<file path="src/hdl/smbpec_pkg.sv">
// smbpec_pkg: shared types, codes and crc-8 helper for the smbus pec framer/checker
// no dependencies; used by every module under hdl/
`default_nettype none

package smbpec_pkg;

  // item action codes
  localparam logic ActStart = 1'b0;
  localparam logic ActByte  = 1'b1;

  // transaction kinds, six and seven are reserved
  typedef enum logic [2:0] {
    OP_SEND_BYTE   = 3'd0,
    OP_RECV_BYTE   = 3'd1,
    OP_WRITE_BYTE  = 3'd2,
    OP_READ_BYTE   = 3'd3,
    OP_BLOCK_WRITE = 3'd4,
    OP_BLOCK_READ  = 3'd5,
    OP_RSVD6       = 3'd6,
    OP_RSVD7       = 3'd7
  } op_e;

  // result kind codes
  typedef enum logic [1:0] {
    KIND_TX     = 2'd0,
    KIND_RX     = 2'd1,
    KIND_STATUS = 2'd2
  } kind_e;

  // transaction status codes
  typedef enum logic [1:0] {
    ST_OK       = 2'd0,
    ST_PEC_ERR  = 2'd1,
    ST_OVER_CAP = 2'd2,
    ST_BAD_LEN  = 2'd3
  } status_e;

  // one result item
  typedef struct packed {
    kind_e       kind;
    logic [7:0]  byte_value;
    status_e     status;
    logic [7:0]  reported_count;
    logic        last;
  } result_t;

  // results caused by one input item (one or two)
  typedef struct packed {
    logic    two;
    result_t r0;
    result_t r1;
  } bundle_t;

  // queue between front and back
  localparam int unsigned QDepth = 4;
  localparam int unsigned QAw    = $clog2(QDepth);

  // crc-8, poly x^8+x^2+x+1, msb first
  function automatic logic [7:0] crc8_fold(input logic [7:0] acc, input logic [7:0] b);
    logic [7:0] c;
    c = acc ^ b;
    for (int i = 0; i < 8; i++) begin
      c = c[7] ? ({c[6:0], 1'b0} ^ 8'h07) : {c[6:0], 1'b0};
    end
    return c;
  endfunction

  // byte result
  function automatic result_t mk_byte(input kind_e k, input logic [7:0] v, input logic lst);
    result_t r;
    r.kind           = k;
    r.byte_value     = v;
    r.status         = ST_OK;
    r.reported_count = 8'd0;
    r.last           = lst;
    return r;
  endfunction

  // status result, always final
  function automatic result_t mk_status(input status_e s, input logic [7:0] cnt);
    result_t r;
    r.kind           = KIND_STATUS;
    r.byte_value     = 8'd0;
    r.status         = s;
    r.reported_count = cnt;
    r.last           = 1'b1;
    return r;
  endfunction

endpackage

`default_nettype wire

</file>
<file path="src/hdl/smbus_pec_framer_checker_core.sv">
// smbus_pec_framer_checker_core: top level, smbus host framer/checker with crc-8 pec
// depends on smbpec_pkg, smbpec_front, smbpec_queue, smbpec_back
//
//   channel   handshake            payload
//   input     push / full          action_i op_kind_i target_i command_i length_i data_byte_i
//   result    empty / pop          kind_o byte_value_o status_o reported_count_o last_o
//   config    cfg_we_i             cfg_data_i (pec enable)
//
// one item accepted per cycle while the bundle queue has room; each item is
// sequenced and its crc folded in the cycle it is accepted
// results leave one per cycle while pop is held, the first passing through the bundle
// queue and then the output register; an item causing two results shows them in turn
// full rises when the four-entry bundle queue fills behind a stalled result side
// reset clears the sequencer, pec enable, the queue and the output register's valid flag
`default_nettype none

module smbus_pec_framer_checker_core (
  input  wire logic       clk_i,
  input  wire logic       rst_ni,
  input  wire logic       cfg_we_i,
  input  wire logic       cfg_data_i,
  input  wire logic       push,
  output      logic       full,
  input  wire logic       action_i,
  input  wire logic [2:0] op_kind_i,
  input  wire logic [6:0] target_i,
  input  wire logic [7:0] command_i,
  input  wire logic [7:0] length_i,
  input  wire logic [7:0] data_byte_i,
  output      logic       empty,
  input  wire logic       pop,
  output      logic [1:0] kind_o,
  output      logic [7:0] byte_value_o,
  output      logic [1:0] status_o,
  output      logic [7:0] reported_count_o,
  output      logic       last_o
);

  logic                q_push, q_full, q_empty, q_pop;
  smbpec_pkg::bundle_t q_wdata, q_head;
  smbpec_pkg::result_t res;

  assign full = q_full;

  smbpec_front u_front (
    .clk_i       (clk_i),
    .rst_ni      (rst_ni),
    .cfg_we_i    (cfg_we_i),
    .cfg_data_i  (cfg_data_i),
    .item_vld_i  (push && !q_full),
    .action_i    (action_i),
    .op_kind_i   (op_kind_i),
    .target_i    (target_i),
    .command_i   (command_i),
    .length_i    (length_i),
    .data_byte_i (data_byte_i),
    .q_push_o    (q_push),
    .q_data_o    (q_wdata)
  );

  smbpec_queue u_queue (
    .clk_i   (clk_i),
    .rst_ni  (rst_ni),
    .push_i  (q_push),
    .data_i  (q_wdata),
    .full_o  (q_full),
    .pop_i   (q_pop),
    .empty_o (q_empty),
    .head_o  (q_head)
  );

  smbpec_back u_back (
    .clk_i     (clk_i),
    .rst_ni    (rst_ni),
    .q_empty_i (q_empty),
    .q_head_i  (q_head),
    .q_pop_o   (q_pop),
    .pop_i     (pop),
    .empty_o   (empty),
    .res_o     (res)
  );

  // result fields
  assign kind_o           = res.kind;
  assign byte_value_o     = res.byte_value;
  assign status_o         = res.status;
  assign reported_count_o = res.reported_count;
  assign last_o           = res.last;

endmodule

`default_nettype wire

</file>
<file path="src/hdl/smbpec_front.sv">
// smbpec_front: accepts items, runs the transaction sequencer and crc, builds result bundles
// depends on smbpec_pkg
`default_nettype none

module smbpec_front (
  input  wire logic                clk_i,
  input  wire logic                rst_ni,
  input  wire logic                cfg_we_i,
  input  wire logic                cfg_data_i,
  input  wire logic                item_vld_i,
  input  wire logic                action_i,
  input  wire logic [2:0]          op_kind_i,
  input  wire logic [6:0]          target_i,
  input  wire logic [7:0]          command_i,
  input  wire logic [7:0]          length_i,
  input  wire logic [7:0]          data_byte_i,
  output      logic                q_push_o,
  output      smbpec_pkg::bundle_t q_data_o
);

  typedef enum logic [2:0] {
    PH_IDLE  = 3'd0,
    PH_DATA  = 3'd1,
    PH_BLOCK = 3'd2,
    PH_COUNT = 3'd3,
    PH_PEC   = 3'd4
  } phase_e;

  phase_e     phase_q, phase_d;
  logic [2:0] op_q, op_d;
  logic [7:0] len_q, len_d;
  logic [7:0] left_q, left_d;
  logic [7:0] crc_q, crc_d;
  logic [7:0] bcnt_q, bcnt_d;
  logic       pec_en_q;

  // crc terms of the start sequence
  logic [7:0] addr_w, addr_r, crc_aw, crc_ar, crc_awc, crc_db;
  assign addr_w  = {target_i, 1'b0};
  assign addr_r  = {target_i, 1'b1};
  assign crc_aw  = smbpec_pkg::crc8_fold(8'h00, addr_w);
  assign crc_ar  = smbpec_pkg::crc8_fold(8'h00, addr_r);
  assign crc_awc = smbpec_pkg::crc8_fold(crc_aw, command_i);
  assign crc_db  = smbpec_pkg::crc8_fold(crc_q, data_byte_i);

  // sequencer and result builder
  always_comb begin
    logic               blk_end;
    smbpec_pkg::bundle_t b;
    logic               has_res;
    blk_end  = (left_q == 8'd1);
    b        = '0;
    has_res  = 1'b0;
    phase_d  = phase_q;
    op_d     = op_q;
    len_d    = len_q;
    left_d   = left_q;
    crc_d    = crc_q;
    bcnt_d   = bcnt_q;

    if (action_i == smbpec_pkg::ActStart) begin
      phase_d = PH_IDLE;
      if (op_kind_i <= smbpec_pkg::OP_BLOCK_READ) begin
        op_d   = op_kind_i;
        len_d  = length_i;
        left_d = 8'd0;
        bcnt_d = 8'd0;
        crc_d  = 8'h00;
        case (op_kind_i)
          smbpec_pkg::OP_SEND_BYTE: begin
            crc_d   = crc_aw;
            phase_d = PH_DATA;
          end
          smbpec_pkg::OP_RECV_BYTE: begin
            crc_d   = crc_ar;
            phase_d = PH_DATA;
          end
          smbpec_pkg::OP_WRITE_BYTE: begin
            crc_d   = crc_awc;
            phase_d = PH_DATA;
            has_res = 1'b1;
            b.r0    = smbpec_pkg::mk_byte(smbpec_pkg::KIND_TX, command_i, 1'b0);
          end
          smbpec_pkg::OP_READ_BYTE: begin
            crc_d   = smbpec_pkg::crc8_fold(crc_awc, addr_r);
            phase_d = PH_DATA;
            has_res = 1'b1;
            b.r0    = smbpec_pkg::mk_byte(smbpec_pkg::KIND_TX, command_i, 1'b0);
          end
          smbpec_pkg::OP_BLOCK_WRITE: begin
            has_res = 1'b1;
            if (length_i == 8'd0) begin
              b.r0 = smbpec_pkg::mk_status(smbpec_pkg::ST_BAD_LEN, 8'd0);
            end else begin
              crc_d   = smbpec_pkg::crc8_fold(crc_awc, length_i);
              left_d  = length_i;
              phase_d = PH_BLOCK;
              b.two   = 1'b1;
              b.r0    = smbpec_pkg::mk_byte(smbpec_pkg::KIND_TX, command_i, 1'b0);
              b.r1    = smbpec_pkg::mk_byte(smbpec_pkg::KIND_TX, length_i, 1'b0);
            end
          end
          default: begin
            has_res = 1'b1;
            if (length_i == 8'd0) begin
              b.r0 = smbpec_pkg::mk_status(smbpec_pkg::ST_BAD_LEN, 8'd0);
            end else begin
              crc_d   = smbpec_pkg::crc8_fold(crc_awc, addr_r);
              phase_d = PH_COUNT;
              b.r0    = smbpec_pkg::mk_byte(smbpec_pkg::KIND_TX, command_i, 1'b0);
            end
          end
        endcase
      end
    end else begin
      case (phase_q)
        PH_DATA: begin
          crc_d   = crc_db;
          has_res = 1'b1;
          if (op_q == smbpec_pkg::OP_SEND_BYTE || op_q == smbpec_pkg::OP_WRITE_BYTE) begin
            phase_d = PH_IDLE;
            b.r0 = smbpec_pkg::mk_byte(smbpec_pkg::KIND_TX, data_byte_i, !pec_en_q);
            b.two = pec_en_q;
            b.r1 = smbpec_pkg::mk_byte(smbpec_pkg::KIND_TX, crc_db, 1'b1);
          end else begin
            b.r0 = smbpec_pkg::mk_byte(smbpec_pkg::KIND_RX, data_byte_i, 1'b0);
            if (pec_en_q) begin
              phase_d = PH_PEC;
            end else begin
              phase_d = PH_IDLE;
              b.two   = 1'b1;
              b.r1    = smbpec_pkg::mk_status(smbpec_pkg::ST_OK, 8'd0);
            end
          end
        end
        PH_BLOCK: begin
          crc_d   = crc_db;
          left_d  = left_q - 8'd1;
          has_res = 1'b1;
          if (op_q == smbpec_pkg::OP_BLOCK_WRITE) begin
            b.r0 = smbpec_pkg::mk_byte(smbpec_pkg::KIND_TX, data_byte_i,
                                       blk_end && !pec_en_q);
            if (blk_end) begin
              phase_d = PH_IDLE;
              b.two   = pec_en_q;
              b.r1    = smbpec_pkg::mk_byte(smbpec_pkg::KIND_TX, crc_db, 1'b1);
            end
          end else begin
            b.r0 = smbpec_pkg::mk_byte(smbpec_pkg::KIND_RX, data_byte_i, 1'b0);
            if (blk_end) begin
              if (pec_en_q) begin
                phase_d = PH_PEC;
              end else begin
                phase_d = PH_IDLE;
                b.two   = 1'b1;
                b.r1    = smbpec_pkg::mk_status(smbpec_pkg::ST_OK, bcnt_q);
              end
            end
          end
        end
        PH_COUNT: begin
          bcnt_d = data_byte_i;
          crc_d  = crc_db;
          if (data_byte_i > len_q) begin
            phase_d = PH_IDLE;
            has_res = 1'b1;
            b.r0    = smbpec_pkg::mk_status(smbpec_pkg::ST_OVER_CAP, data_byte_i);
          end else if (data_byte_i == 8'd0) begin
            if (pec_en_q) begin
              phase_d = PH_PEC;
            end else begin
              phase_d = PH_IDLE;
              has_res = 1'b1;
              b.r0    = smbpec_pkg::mk_status(smbpec_pkg::ST_OK, 8'd0);
            end
          end else begin
            left_d  = data_byte_i;
            phase_d = PH_BLOCK;
          end
        end
        PH_PEC: begin
          phase_d = PH_IDLE;
          has_res = 1'b1;
          b.r0    = smbpec_pkg::mk_status(
                      (data_byte_i == crc_q) ? smbpec_pkg::ST_OK : smbpec_pkg::ST_PEC_ERR,
                      (op_q == smbpec_pkg::OP_BLOCK_READ) ? bcnt_q : 8'd0);
        end
        default: begin
          phase_d = PH_IDLE;
        end
      endcase
    end

    q_push_o = item_vld_i && has_res;
    q_data_o = b;
  end

  // state registers and pec enable
  always_ff @(posedge clk_i or negedge rst_ni) begin
    if (!rst_ni) begin
      phase_q  <= PH_IDLE;
      op_q     <= smbpec_pkg::OP_SEND_BYTE;
      len_q    <= 8'd0;
      left_q   <= 8'd0;
      crc_q    <= 8'h00;
      bcnt_q   <= 8'd0;
      pec_en_q <= 1'b0;
    end else begin
      if (cfg_we_i) begin
        pec_en_q <= cfg_data_i;
      end
      if (item_vld_i) begin
        phase_q <= phase_d;
        op_q    <= op_d;
        len_q   <= len_d;
        left_q  <= left_d;
        crc_q   <= crc_d;
        bcnt_q  <= bcnt_d;
      end
    end
  end

  // a block phase always has bytes outstanding
  a_block_left: assert property (@(posedge clk_i) disable iff (!rst_ni)
    phase_q == PH_BLOCK |-> left_q != 8'd0)
    else $error("block phase with no bytes left");

  // a block read never waits for more bytes than its capacity
  a_block_cap: assert property (@(posedge clk_i) disable iff (!rst_ni)
    (phase_q == PH_BLOCK && op_q == smbpec_pkg::OP_BLOCK_READ) |-> left_q <= len_q)
    else $error("block read count beyond capacity");

  // a start with an unknown op kind leaves the sequencer idle
  a_bad_op_idle: assert property (@(posedge clk_i) disable iff (!rst_ni)
    (item_vld_i && action_i == smbpec_pkg::ActStart &&
     op_kind_i > smbpec_pkg::OP_BLOCK_READ) |=> phase_q == PH_IDLE)
    else $error("invalid op kind did not abort");

endmodule

`default_nettype wire

</file>
<file path="src/hdl/smbpec_queue.sv">
// smbpec_queue: short queue of result bundles between front and back
// depends on smbpec_pkg
`default_nettype none

module smbpec_queue (
  input  wire logic                clk_i,
  input  wire logic                rst_ni,
  input  wire logic                push_i,
  input  wire smbpec_pkg::bundle_t data_i,
  output      logic                full_o,
  input  wire logic                pop_i,
  output      logic                empty_o,
  output      smbpec_pkg::bundle_t head_o
);

  localparam int unsigned Aw = smbpec_pkg::QAw;

  smbpec_pkg::bundle_t mem_q [smbpec_pkg::QDepth];
  logic [Aw-1:0]       wr_ptr_q, rd_ptr_q;
  logic [Aw:0]         cnt_q;
  logic                do_push, do_pop;

  assign full_o  = (cnt_q == (Aw + 1)'(smbpec_pkg::QDepth));
  assign empty_o = (cnt_q == '0);
  assign do_push = push_i && !full_o;
  assign do_pop  = pop_i && !empty_o;
  assign head_o  = mem_q[rd_ptr_q];

  // storage
  always_ff @(posedge clk_i) begin
    if (do_push) begin
      mem_q[wr_ptr_q] <= data_i;
    end
  end

  // pointers and fill count
  always_ff @(posedge clk_i or negedge rst_ni) begin
    if (!rst_ni) begin
      wr_ptr_q <= '0;
      rd_ptr_q <= '0;
      cnt_q    <= '0;
    end else begin
      if (do_push) begin
        wr_ptr_q <= wr_ptr_q + 1'b1;
      end
      if (do_pop) begin
        rd_ptr_q <= rd_ptr_q + 1'b1;
      end
      cnt_q <= cnt_q + (Aw + 1)'(do_push) - (Aw + 1)'(do_pop);
    end
  end

  // no bundle is dropped on a full queue
  a_no_overflow: assert property (@(posedge clk_i) disable iff (!rst_ni)
    !(push_i && full_o))
    else $error("push into full queue");

  // fill count matches pointer distance
  a_cnt_ptrs: assert property (@(posedge clk_i) disable iff (!rst_ni)
    Aw'(cnt_q) == Aw'(wr_ptr_q - rd_ptr_q))
    else $error("queue count and pointers disagree");

endmodule

`default_nettype wire

</file>
<file path="src/hdl/smbpec_back.sv">
// smbpec_back: unpacks result bundles into single items behind an output register
// depends on smbpec_pkg
`default_nettype none

module smbpec_back (
  input  wire logic                clk_i,
  input  wire logic                rst_ni,
  input  wire logic                q_empty_i,
  input  wire smbpec_pkg::bundle_t q_head_i,
  output      logic                q_pop_o,
  input  wire logic                pop_i,
  output      logic                empty_o,
  output      smbpec_pkg::result_t res_o
);

  logic                out_vld_q, sec_vld_q;
  smbpec_pkg::result_t out_q, sec_q;
  logic                adv;

  // output slot frees when empty or taken
  assign adv     = !out_vld_q || pop_i;
  assign q_pop_o = adv && !sec_vld_q && !q_empty_i;
  assign empty_o = !out_vld_q;
  assign res_o   = out_q;

  // control
  always_ff @(posedge clk_i or negedge rst_ni) begin
    if (!rst_ni) begin
      out_vld_q <= 1'b0;
      sec_vld_q <= 1'b0;
    end else if (adv) begin
      if (sec_vld_q) begin
        out_vld_q <= 1'b1;
        sec_vld_q <= 1'b0;
      end else if (!q_empty_i) begin
        out_vld_q <= 1'b1;
        sec_vld_q <= q_head_i.two;
      end else begin
        out_vld_q <= 1'b0;
      end
    end
  end

  // payload
  always_ff @(posedge clk_i) begin
    if (adv) begin
      if (sec_vld_q) begin
        out_q <= sec_q;
      end else if (!q_empty_i) begin
        out_q <= q_head_i.r0;
        sec_q <= q_head_i.r1;
      end
    end
  end

  // a pending second item implies the first is still shown
  a_sec_needs_out: assert property (@(posedge clk_i) disable iff (!rst_ni)
    sec_vld_q |-> out_vld_q)
    else $error("second result pending with empty output");

  // no new bundle while the second half of the last one waits
  a_no_pop_pending: assert property (@(posedge clk_i) disable iff (!rst_ni)
    sec_vld_q |-> !q_pop_o)
    else $error("bundle taken while second result pending");

endmodule

`default_nettype wire

</file>
<file path="config.mk">
export PLATFORM = sky130hd
export DESIGN_NAME = smbus_pec_framer_checker_core
export DESIGN_NICKNAME = d
export VERILOG_FILES = /design/src/hdl/smbpec_pkg.sv /design/src/hdl/smbus_pec_framer_checker_core.sv /design/src/hdl/smbpec_front.sv /design/src/hdl/smbpec_queue.sv /design/src/hdl/smbpec_back.sv
export SDC_FILE = /design/constraint.sdc
export NUM_CORES = 1
export LEC_CHECK = 0
export BUFFER_PORTS_ARGS = -buffer_cell sky130_fd_sc_hd__clkbuf_2
export CELL_PAD_IN_SITES_DETAIL_PLACEMENT = 2
export CELL_PAD_IN_SITES_GLOBAL_PLACEMENT = 2
export CORE_ASPECT_RATIO = 0.6
export CORE_MARGIN = 2
export CORE_UTILIZATION = 45
export DETAILED_ROUTE_END_ITERATION = 10
export PLACE_DENSITY_LB_ADDON = 0.1
export SLEW_MARGIN = 25
export SYNTH_ARGS = -nofsm -noshare
export SYNTH_HDL_FRONTEND = slang
export SYNTH_HIERARCHICAL = 1
export SYNTH_SLANG_ARGS = --single-unit
export TNS_END_PERCENT = 1
</file>
<file path="constraint.sdc">
create_clock -name clk_i -period 4.8 [get_ports clk_i]
set_input_delay 0.96 -clock clk_i [delete_from_list [all_inputs] [get_ports clk_i]]
set_output_delay 0.96 -clock clk_i [all_outputs]
set_load 0.02 [all_outputs]
</file>
# Word level (Yosys, flattened, before mapping)
# Memory sizes are Yosys's and may differ from the RTL's.
# Index checks and enable logic that the tools add are counted.
[classes]
n_bitwise = 55
eq_ne = 21
n_addsub = 5
reduce_logical = 32
n_lt_le_gt_ge = 2
mux = 115
[ops]
columns = ["operator", "n"]
rows = [
  ["$mux 21", 9],
  ["$mux 43", 4],
  ["$mux 3", 57],
  ["$not 3->3", 48],
  ["$mux 8", 15],
  ["$pmux 21 s2", 2],
  ["$pmux 21 s4", 1],
  ["$pmux 8 s5", 1],
  ["$mux 19", 2],
  ["$xor 8x8->8", 4],
  ["$mux 1", 17],
  ["$logic_not 8->1", 2],
  ["$pmux 8 s2", 1],
  ["$eq 3x2->1 const B", 5],
  ["$eq 3x3->1 const B", 5],
  ["$reduce_and 3->1", 4],
  ["$logic_not 3->1", 3],
  ["$pmux 3 s3", 1],
  ["$eq 8x1->1 const B", 1],
  ["$eq 8x8->1", 1],
  ["$gt 8x8->1", 1],
  ["$sub 8x1->8 const B", 1],
  ["$logic_and 1x1->1", 7],
  ["$eq 3x1->1 const B", 2],
  ["21 further kinds", 36],
]
[totals]
ramBits = 172
memories = 1
input_bits = 41
reg_bits = 90
[memory_table]
columns = ["memory", "words", "word_bits", "read_ports", "rd_ports_with_merged_regs", "write_ports", "line_no", "text"]
rows = [
  ["u_queue.mem_q", 4, 43, 1, 0, 1, "smbpec_queue.sv:18", "smbpec_pkg::bundle_t mem_q [smbpec_pkg::QDepth];"],
]

# Longest topological paths before layout
# Gate-level depths: netlist (run 1).
[logic_depth]
depth_word = 54
depth_mapped = 17
depth_no_buf = 17

# Cells and area by module
# The synthesis (run 1) kept the hierarchy.
[modules_own_cells]
columns = ["module", "seq_area_each_um2", "area_per_inst_um2", "n_inst", "cells_per_inst"]
rows = [
  ["smbpec_queue", 5340.1, 6731.5, 1, 266],
  ["smbpec_front", 975.9, 4375.4, 1, 518],
  ["smbpec_back", 1311.3, 1715.4, 1, 79],
  ["smbus_pec_framer_checker_core", 0.0, 13.8, 1, 1],
]

# Least setup slack after synthesis (run 1)
# OpenSTA, ideal clock, no wires.
[synth_timing]
path_kind = "input to register"
start = "input data_byte_i[7]"
end = "memory u_queue/mem_q[0][0] in the netlist's numbering, enable pin"
path_slack_ns = 0.381
required_time_ns = 4.395
stages = 8
arrival_ns = 4.015
cell_sequence = "ha_1 and3_1 nand4_1 o21ai_0 a211oi_1 nor2_1 a31oi_1 and3b_1"
[synth_via]
elab_chain_len = 9
[synth_lines]
columns = ["item", "line_no", "text"]
rows = [
  ["start, declared", "smbus_pec_framer_checker_core.sv:29", "input wire logic [7:0] data_byte_i,"],
  ["branches (longest 2 deep; another with $gt 8x8->1)", "n/a", ""],
  ["$mux 1 (*)", "smbpec_front.sv:164", "if (data_byte_i > len_q) begin"],
  ["$pmux 1 s2 (*)", "smbpec_front.sv:116", "case (phase_q)"],
  ["$mux 1 (*)", "smbpec_front.sv:61", "if (action_i == smbpec_pkg::ActStart) begin"],
  ["$logic_and 1x1->1 (*)", "smbpec_front.sv:194", "q_push_o = item_vld_i && has_res;"],
  ["named net q_push", "smbus_pec_framer_checker_core.sv:39", "logic q_push, q_full, q_empty, q_pop;"],
  ["$logic_and 1x1->1 (*)", "smbpec_queue.sv:25", "assign do_push = push_i && !full_o;"],
  ["$mux 1 (*)", "smbpec_queue.sv:31", "if (do_push) begin"],
  ["$mux 1 (implied by the code) (*)", "smbpec_queue.sv:32", "mem_q[wr_ptr_q] <= data_i;"],
  ["end, declared", "smbpec_queue.sv:18", ""],
]
# Mark *: on every way through the listed nets, which the timed path passes.

# Worst setup path in the final report (run 1)
[layout_timing]
start = "register u_front.phase_q[2]"
end = "memory u_queue/mem_q[3][10] in the netlist's numbering, enable pin"
[layout_via]
elab_chain_len = 8
[layout_lines]
columns = ["item", "line_no", "text"]
rows = [
  ["start, declared", "smbpec_front.sv:29", "phase_e phase_q, phase_d;"],
  ["start signal, assigned", "smbpec_front.sv:213", "phase_q <= phase_d;"],
  ["$eq 3x3->1, or another cell as far along", "smbpec_front.sv:116", ""],
  ["$reduce_or 3->1 (no source line)", "n/a", ""],
  ["$pmux 1 s2 (*)", "smbpec_front.sv:116", ""],
  ["$mux 1 (*)", "smbpec_front.sv:61", ""],
  ["$logic_and 1x1->1 (*)", "smbpec_front.sv:194", ""],
  ["named net q_push", "smbus_pec_framer_checker_core.sv:39", ""],
  ["$logic_and 1x1->1 (*)", "smbpec_queue.sv:25", ""],
  ["$mux 1 (*)", "smbpec_queue.sv:31", ""],
  ["$mux 1 (implied by the code) (*)", "smbpec_queue.sv:32", ""],
]
# Mark *: on every way through the listed nets, which the timed path passes. The rest lies on a longest branch.

==> out/results.txt, run 1 <==
status: completed
Initial Util: 0.461
vias per cell: 6.17
largest net degree at the start of global routing: 49
Final min period: 3.92 ns
Worst-path clk slew: 0.06 ns
most frequent cells in the layout: edfxtp_1, clkbuf_2, xnor2_1, nand2_1, nor2_1
Antenna Cells: 0
CTS buffer count: 26
Slew HR: 0.434
clock sink total: 262
Worst setup EP type: flip-flop
GPL Wtd Cong: 0.878
DIE AREA: 0.0299 mm2
Cells after DPL: 1276
Ys Warns: 6
DR DRC count: 0
synthesized cell area: 0.0128 mm2
Netlist cell types: 79
Detail Placement HPWL: 31600 um
Max FO, Critical Path: 26
fin crit share: 0.816
DRT iter0 DRCs: 778
Finished Layout Cells: 1324
final number of setup-violating endpoints: 0
share of post-route cells with drive strength above 1: 0.228
CTS tree: yes
number of flops mapped to enable cells by yosys: 214
Yosys reg bits: 262
first-pass GRT wire length: 62400 um
DRT antenna net count: 0
H-tree depth: 1
Die X: 222 um
Root Buffer: clkbuf_16
# hold bufs at CTS: 0
static leakage: 5.25 nW
Critical Path Source Type: flip-flop
Max-cap violations: 0
post-synthesis sequential area ratio: 0.594
transition time of the tightest slew-check pin: 0.847 ns
Power per Cell Area: 614 mW/mm2
Routed WL: 42500 um
CTS Buffer Depth: 3
Max Transition Viols Final: 0
final global-route overflow total: 0
DR vias: 8166
PortBufs: 63
Tot GR Track Use: 0.292
Core ar.: 0.0278 mm2
Routed wire per std cell: 32.1 um
kind of critical path: reg2reg
Post-layout nets: 1003
CTS resizes: 0
final core occ: 0.516
clk_lat worst skew: 0.55 ns
num rows: 47
Hold Path Class: reg2reg
Setup Fix Bufs, Post-CTS: 0
most common cell after layout, fill and taps aside: edfxtp_1
ys flop type: edfxtp_1
drt first pass iters: 5
Hold Fails Final Rpt: 0
Worst VDD drop: 0.349 mV
Hold Slack: 0.522 ns
Worst Path Required: 5.03 ns
IO Count: 64
Area Growth Syn to Fin: 11.8%
initial antenna violation count: 4
vias in the first global route: 8735
asr flop ratio synth: 0.183
Gate Count Post-Synth: 864
fmax: 255 MHz
Die Height: 135 um
Final Skew: 0.0166 ns
final total power: 8.81 mW
Mean Syn Cell Area: 14.9 um2
Data arrival, critical path: 4.15 ns
setup TNS: 0 ns
RSZ-0062 raised after global routing: false
## state kept, by name, indices dropped and copies added, names as in the netlist
name              cells
u_queue/cnt_q         3
u_front/len_q         8
u_queue/rd_ptr_q      2
u_back/out_vld_q      1
u_queue/mem_q       172
u_queue/wr_ptr_q      2
u_back/sec_vld_q      1
u_front/bcnt_q        8
u_front/crc_q         8
u_front/phase_q       3
u_front/pec_en_q      1
u_front/left_q        8
u_back/res_o         21
u_front/op_q          3
u_back/sec_q         21
## report_power, final
group | switching [mW] | total [mW] | internal [mW] | leakage [nW]
clock | 0.876 | 1.96 | 1.08 | 0.391
sequential | 0.454 | 3.58 | 3.13 | 2.54
combinational | 1.90 | 3.27 | 1.37 | 2.32
total | 3.23 | 8.81 | 5.58 | 5.25
## Yosys cell counts, types with 16 or more instances
cell | number | area, um2
ha_1 | 24 | 300
mux4_2 | 38 | 856
dfrtp_1 | 48 | 1200
nand2_1 | 57 | 214
xnor2_1 | 61 | 534
clkbuf_1 | 17 | 63.8
edfxtp_1 | 214 | 6430
o21ai_0 | 32 | 160
xor2_1 | 28 | 245
mux2_4 | 16 | 240
inv_1 | 27 | 101
nor2_1 | 47 | 176
a21oi_1 | 21 | 105
## cell families (layout without fill, tap and decap cells)
logic type / after synthesis / count (layout) / synth area share
flip-flops: 262 / 262 / 0.594
AND/OR/NAND/NOR: 180 / 180 / 0.0695
adder cells (fa/ha/maj): 25 / 25 / 0.0250
multiplexers: 73 / 73 / 0.108
other: 1 / 3 / 0.000292
AO/OA/AOI/OAI: 140 / 140 / 0.0736
XOR/XNOR: 113 / 113 / 0.0985
buffers and inverters: 70 / 161 / 0.0311
## final timing paths
kind / start / end / slack, ns / cells past startpoint
max: u_front/phase_q[2] / u_queue/mem_q[3][10] / 0.88 / 9
min: u_front/op_q[1] / u_front/op_q[1] / 0.52 / 2
max reg2reg: u_front/phase_q[2] / u_queue/mem_q[3][10] / 0.88 / 9
min reg2reg: u_front/op_q[1] / u_front/op_q[1] / 0.52 / 2
max in group asynchronous: rst_ni / u_queue/rd_ptr_q[0] / 3.63 / 2
min in group asynchronous: rst_ni / u_back/out_vld_q / 0.57 / 2
## per-layer routing
| layer | part of all wire | wire (um) | GRT usage |
|---|---|---|---|
| met1 | 0.44 | 18700 | 0.422 |
| met2 | 0.45 | 19000 | 0.446 |
| met3 | 0.084 | 3560 | 0.0648 |
| met4 | 0.030 | 1300 | 0.0841 |
| met5 | 0 | 0 | 0 |
## critical path: stages (launching register included)
cell	delay [ns]
dfrtp_1	0.43
and2b_1	0.31
and2_1	0.64
nand3_1	0.28
o21bai_1	0.34
nor2_1	0.11
a31oi_1	0.34
buf_4	0.22
and3b_2	0.64
buf_12	0.29
## through the flow
stage	cell area, um2	worst slack (ns)
finish	14300	0.883
global route	14300	0.616
CTS	14300	0.939
detailed placement	13500	0.566
global placement	13500	0.658
floorplan	12800	0.381
## area by class of cell
| cell class | count | area [um2] |
|---|---|---|
| fillers | 2572 | 13500 |
| flip-flops and latches | 262 | 7630 |
| multi-input cells | 534 | 4840 |
| clock buffers | 40 | 754 |
| repair buffers | 85 | 518 |
| well taps | 367 | 459 |
| inverters | 28 | 105 |
| clock inverters | 8 | 40.0 |
Power figures use the tool's default switching activity.
==> run 2: changes to the inputs <==
Settings changed: CORE_UTILIZATION 45 to 41.
Clock period 4.8 ns to 3.3 ns, I/O delays scaled along.
==> out/results.txt, run 2 (synthesis results as in run 1) <==
status: completed
Critical Path Source Type: flip-flop
Slew HR: 0.479
fmax: 318 MHz
RSZ-0062 raised after global routing: false
first-pass GRT wire length: 60900 um
drt first pass iters: 5
Worst-path clk slew: 0.07 ns
clock network fraction of total power: 0.231
NetSw: 4.52 mW
Die Height: 141 um
Finished Layout Cells: 1423
DIE AREA: 0.0328 mm2
final global-route overflow total: 0
Power per Cell Area: 867 mW/mm2
final core occ: 0.482
Antenna Cells: 0
Worst setup EP type: flip-flop
final total power: 12.9 mW
Worst VDD drop: 0.690 mV
Core ar.: 0.0310 mm2
final number of setup-violating endpoints: 0
Die X: 232 um
vias in the first global route: 8827
GPL Wtd Cong: 0.872
Final Skew: 0.0109 ns
most common cell after layout, fill and taps aside: edfxtp_1
Hold Fails Final Rpt: 0
Post-layout nets: 1052
num rows: 50
H-tree depth: 1
DRT iter0 DRCs: 791
largest net degree at the start of global routing: 44
clock sink total: 262
Setup Fix Bufs, Post-CTS: 0
Max Transition Viols Final: 0
Max FO, Critical Path: 6
Detail Placement HPWL: 30200 um
CTS buffer count: 27
# hold bufs at CTS: 0
Reg power frac: 0.391
static leakage: 5.53 nW
Most flops, register: u_queue/mem_q
Final min period: 3.14 ns
Max-cap violations: 0
kind of critical path: reg2reg
fin crit share: 0.952
DR vias: 8036
initial antenna violation count: 0
Initial Util: 0.415
transition time of the tightest slew-check pin: 0.779 ns
Data arrival, critical path: 3.38 ns
IO Count: 64
Pint: 8.41 mW
most frequent cells in the layout: edfxtp_1, buf_4, clkbuf_2, xnor2_1, nand2_1
Cells after DPL: 1373
vias per cell: 5.65
share of post-route cells with drive strength above 1: 0.277
Area Growth Syn to Fin: 16.2%
Routed wire per std cell: 28.7 um
Comb power frac: 0.378
Switching Fraction: 0.349
CTS tree: yes
clk_lat worst skew: 0.54 ns
DRT antenna net count: 0
Tot GR Track Use: 0.257
CTS resizes: 0
max FFs per register: 172
Worst Path Required: 3.54 ns
PortBufs: 63
Root Buffer: clkbuf_16
DR DRC count: 0
CTS Buffer Depth: 3
setup TNS: 0 ns
Hold Path Class: in2async
Routed WL: 40800 um
[run 2: cell count changes in the layout (fill, tap and decap cells not counted), sizes merged]
cell      change
clkbuf        -8
buf          +48
bufinv        +2
clkinv        +7
clkinvlp      +1
[run 2: final cells by class]
class	count	area, um2
Clock buffer	32	704
Clock inverter	18	150
Fill cell	2987	16100
Inverter	28	105
Multi-Input combinational cell	534	4890
Sequential cell	262	7630
Tap cell	416	520
Timing Repair Buffer	133	916
[run 2: through the flow]
stage / area [um2] / worst slack, ns / hold WS (ns)
3_3_place_gp: 14100 / -0.108 / 0.459
6_report: 14900 / 0.159 / 0.160
5_1_grt: 14900 / 0.00308 / 0.180
2_1_floorplan: 12900 / -0.0467 / 0.364
4_1_cts: 14900 / 0.153 / 0.153
3_5_place_dp: 14100 / -0.198 / 0.481
[run 2: path summary, 6_finish.rpt]
kind                       slack [ns]                   end           startpoint  depth (start not counted)
max                              0.16  u_queue/mem_q[0][16]    u_front/left_q[2]                          7
min                              0.16      u_back/sec_vld_q               rst_ni                          1
max reg2reg                      0.16  u_queue/mem_q[0][16]    u_front/left_q[2]                          7
min reg2reg                      0.49   u_queue/rd_ptr_q[1]  u_queue/rd_ptr_q[1]                          1
max in group asynchronous        2.26      u_front/crc_q[4]               rst_ni                          2
min in group clk_i               0.33      u_front/pec_en_q             cfg_we_i                          2
[run 2: critical path: stages (launching register included)]
cell and delay, ns:
dfrtp_1 0.44, nor3_1 0.35, nand4b_1 0.27, or3b_1 0.49, nor2_1 0.16, a21oi_1 0.15
nand2b_1 0.34, o21ai_1 0.63
[run 2: per-layer routing]
layer  vias to the layer above  routed length, um  GRT usage
met5                         -                  0          0
met3                        44               2340     0.0471
li1                       3494                  -          -
met2                       252              18000      0.390
met1                      4246              19900      0.389
met4                         0                572     0.0418
[run 2: power by group through the flow]
stage / clock, mW / sequential, mW / combinational, mW
CTS: 3.07 / 5.07 / 4.92
finish: 2.99 / 5.06 / 4.88
global placement: 0 / 5.03 / 4.65
floorplan: 0 / 5.02 / 3.37
detailed placement: 0 / 5.14 / 4.88
global route: 3.19 / 5.15 / 5.28
==> run 3: changes to the inputs <==
Settings changed: ABC_AREA set to 1, CORE_UTILIZATION 41 to 39.
Clock period 3.3 ns to 3.1 ns, I/O delays scaled along.
==> out/results.txt, run 3 <==
num rows: 53
Power per Cell Area: 913 mW/mm2
kind of critical path: reg2reg
Worst VDD drop: 1.10 mV
critical-path cell list: inv_2 -> ha_4 -> a21oi_2 -> o21ai_1 -> nand2_1 -> o211ai_1 -> nand2_2 -> o221ai_4 -> nand2_2 -> a31oi_4 -> nand2_4 -> ha_4 -> inv_4 -> ha_4 -> inv_2 -> fa_2 -> inv_2
GPL Wtd Cong: 0.918
vias per cell: 5.44
Cells after DPL: 2143
Most flops, register: u_queue/mem_q
Post-synth top cells: nand2_1, edfxtp_1, inv_1, nor2_1, o21ai_0
Die Height: 150 um
Mean Syn Cell Area: 8.83 um2
Finished Layout Cells: 2199
ys flop type: edfxtp_1
grt peak-use layer: met2
DIE AREA: 0.0373 mm2
Worst setup EP type: flip-flop
Critical Path Source Type: flip-flop
DRT iter0 DRCs: 1160
H-tree depth: 1
Hold Fails Final Rpt: 0
DR DRC count: 0
Worst Path Required: 3.53 ns
area share of the largest cell type after synthesis: 0.461
Critical-path top delay cell: fa_2
Ys Warns: 6
Post-layout nets: 1778
Crit Reg-Reg Startpoint: u_front/len_q[1]
final core occ: 0.466
vias in the first global route: 12730
Worst-path clk slew: 0.07 ns
static leakage: 7.15 nW
PortBufs: 63
met3 Usage GRT: 0.0469
R2R Setup Slk: 0.09 ns
Max Transition Viols Final: 0
drt first pass iters: 6
Tot GR Track Use: 0.290
Crit path largest cell delay: 0.54 ns
Final min period: 3.01 ns
CTS buffer count: 26
setup ws final: 0.0914 ns
first-pass GRT wire length: 79800 um
CP top delay family: adder cells
Slew HR: 0.335
asr flop ratio synth: 0.183
Netlist cell types: 50
share of post-route cells with drive strength above 1: 0.184
global-route met1 utilization: 0.430
Final Skew: 0.0120 ns
most common cell in the netlist: nand2_1
Routed WL: 53400 um
CTS tree: yes
Gate Count Post-Synth: 1577
Yosys reg bits: 262
DRT antenna net count: 0
Max-cap violations: 0
Core ar.: 0.0351 mm2
Max FO, Critical Path: 2
most frequent cells in the layout: nand2_1, edfxtp_1, inv_1, o21ai_0, nor2_1
DR vias: 11960
RR Endpoint: u_queue/cnt_q[1]
Reg2Reg Depth: 17
final number of setup-violating endpoints: 0
Hold Path Class: in2async
CTS Buffer Depth: 3
post-synthesis sequential area ratio: 0.547
Root Buffer: clkbuf_16
transition time of the tightest slew-check pin: 0.997 ns
top post-synthesis cells by area: edfxtp_1, nand2_1, dfrtp_1, o21ai_0, nand3_1
fmax: 332 MHz
RSZ-0062 raised after global routing: true
IO Count: 64
Post-Place Setup Slack: -0.374 ns
# hold bufs at CTS: 0
Routed wire per std cell: 24.3 um
most common cell after layout, fill and taps aside: nand2_1
Initial Util: 0.397
Antenna Cells: 0
status: completed
initial antenna violation count: 2
max FFs per register: 172
final global-route overflow total: 0
number of flops mapped to enable cells by yosys: 214
crit path from: u_front/len_q[1]
GRT met2 Usage: 0.454
Area Growth Syn to Fin: 17.3%
Detail Placement HPWL: 39100 um
clk_lat worst skew: 0.55 ns
fin crit share: 0.971
Bufs and invs on worst path: 4
Die X: 248 um
Data arrival, critical path: 3.44 ns
synthesized cell area: 0.0139 mm2
clock sink total: 262
largest net degree at the start of global routing: 132
area leader, netlist: edfxtp_1
-- run 3: worst register-to-register path, delay by kind of cell (launching register included) --
family                   cells  cell delay [ns]
AO/OA/AOI/OAI                5             0.79
flip-flops                   1             0.38
buffers and inverters        4             0.18
AND/OR/NAND/NOR              4             0.40
adder cells (fa/ha/maj)      4             1.16
-- run 3: worst max-delay path by stage --
stage,to,depth (start not counted),slack (ns)
2_1_floorplan,u_queue/mem_q[0][0],12,-0.01
3_5_place_dp,u_queue/cnt_q[1],17,-0.37
3_3_place_gp,u_queue/cnt_q[1],17,-0.25
4_1_cts,u_queue/cnt_q[1],16,0.01
6_report,u_queue/cnt_q[1],17,0.09
5_1_grt,u_queue/cnt_q[1],17,-0.08
-- run 3: cell families after synthesis --
kind of cell | share of synthesized area
xor gates and xnor gates | 0.0192
and+or+nand+nor | 0.261
adders and majority gates | 0.0230
other | 0.000269
buffers and inverters | 0.0723
AOI/OAI and AO/OA | 0.0766
DFF | 0.547
-- run 3: final cells by class --
| class | instances | area [um2] |
|---|---|---|
| flip-flops and latches | 262 | 7630 |
| repair buffers | 159 | 1160 |
| clock buffers | 37 | 733 |
| clock inverters | 11 | 60.1 |
| inverters | 176 | 673 |
| fillers | 3823 | 18700 |
| well taps | 467 | 584 |
| multi-input cells | 1087 | 5500 |
-- run 3: metal layers --
| metal | wire, um | share of wire | vias up |
|---|---|---|---|
| met5 | 0 | 0 | - |
| met4 | 776 | 0.015 | 0 |
| met3 | 3030 | 0.057 | 53 |
| met2 | 23800 | 0.45 | 287 |
| met1 | 25700 | 0.48 | 6155 |
| li1 | - | - | 5465 |
-- run 3: stage by stage --
step / instance area (um2) / setup TNS (ns) / power (mW) / hold slack, ns
after floorplan: 14100 / -2.00 / 9.25 / 0.324
after global placement: 15400 / -10.38 / 11.1 / 0.469
after detailed placement: 15400 / -42.38 / 11.7 / 0.474
after CTS: 16300 / 0 / 14.9 / 0.225
after global routing: 16300 / -1.49 / 15.9 / 0.267
final: 16300 / 0 / 14.9 / 0.205
-- run 3: timing repair --
item	CTS	global route
pin swaps	3	8
gates resized for setup	1	14
setup buffers	1	7
endpoints found under the setup margin	2	133
-- run 3: power by group --
group	leakage (nW)	total, mW	switching, mW	internal, mW
clock	0.383	3.06	1.41	1.65
sequential	2.57	5.36	0.434	4.93
combinational	4.20	6.51	4.54	1.97
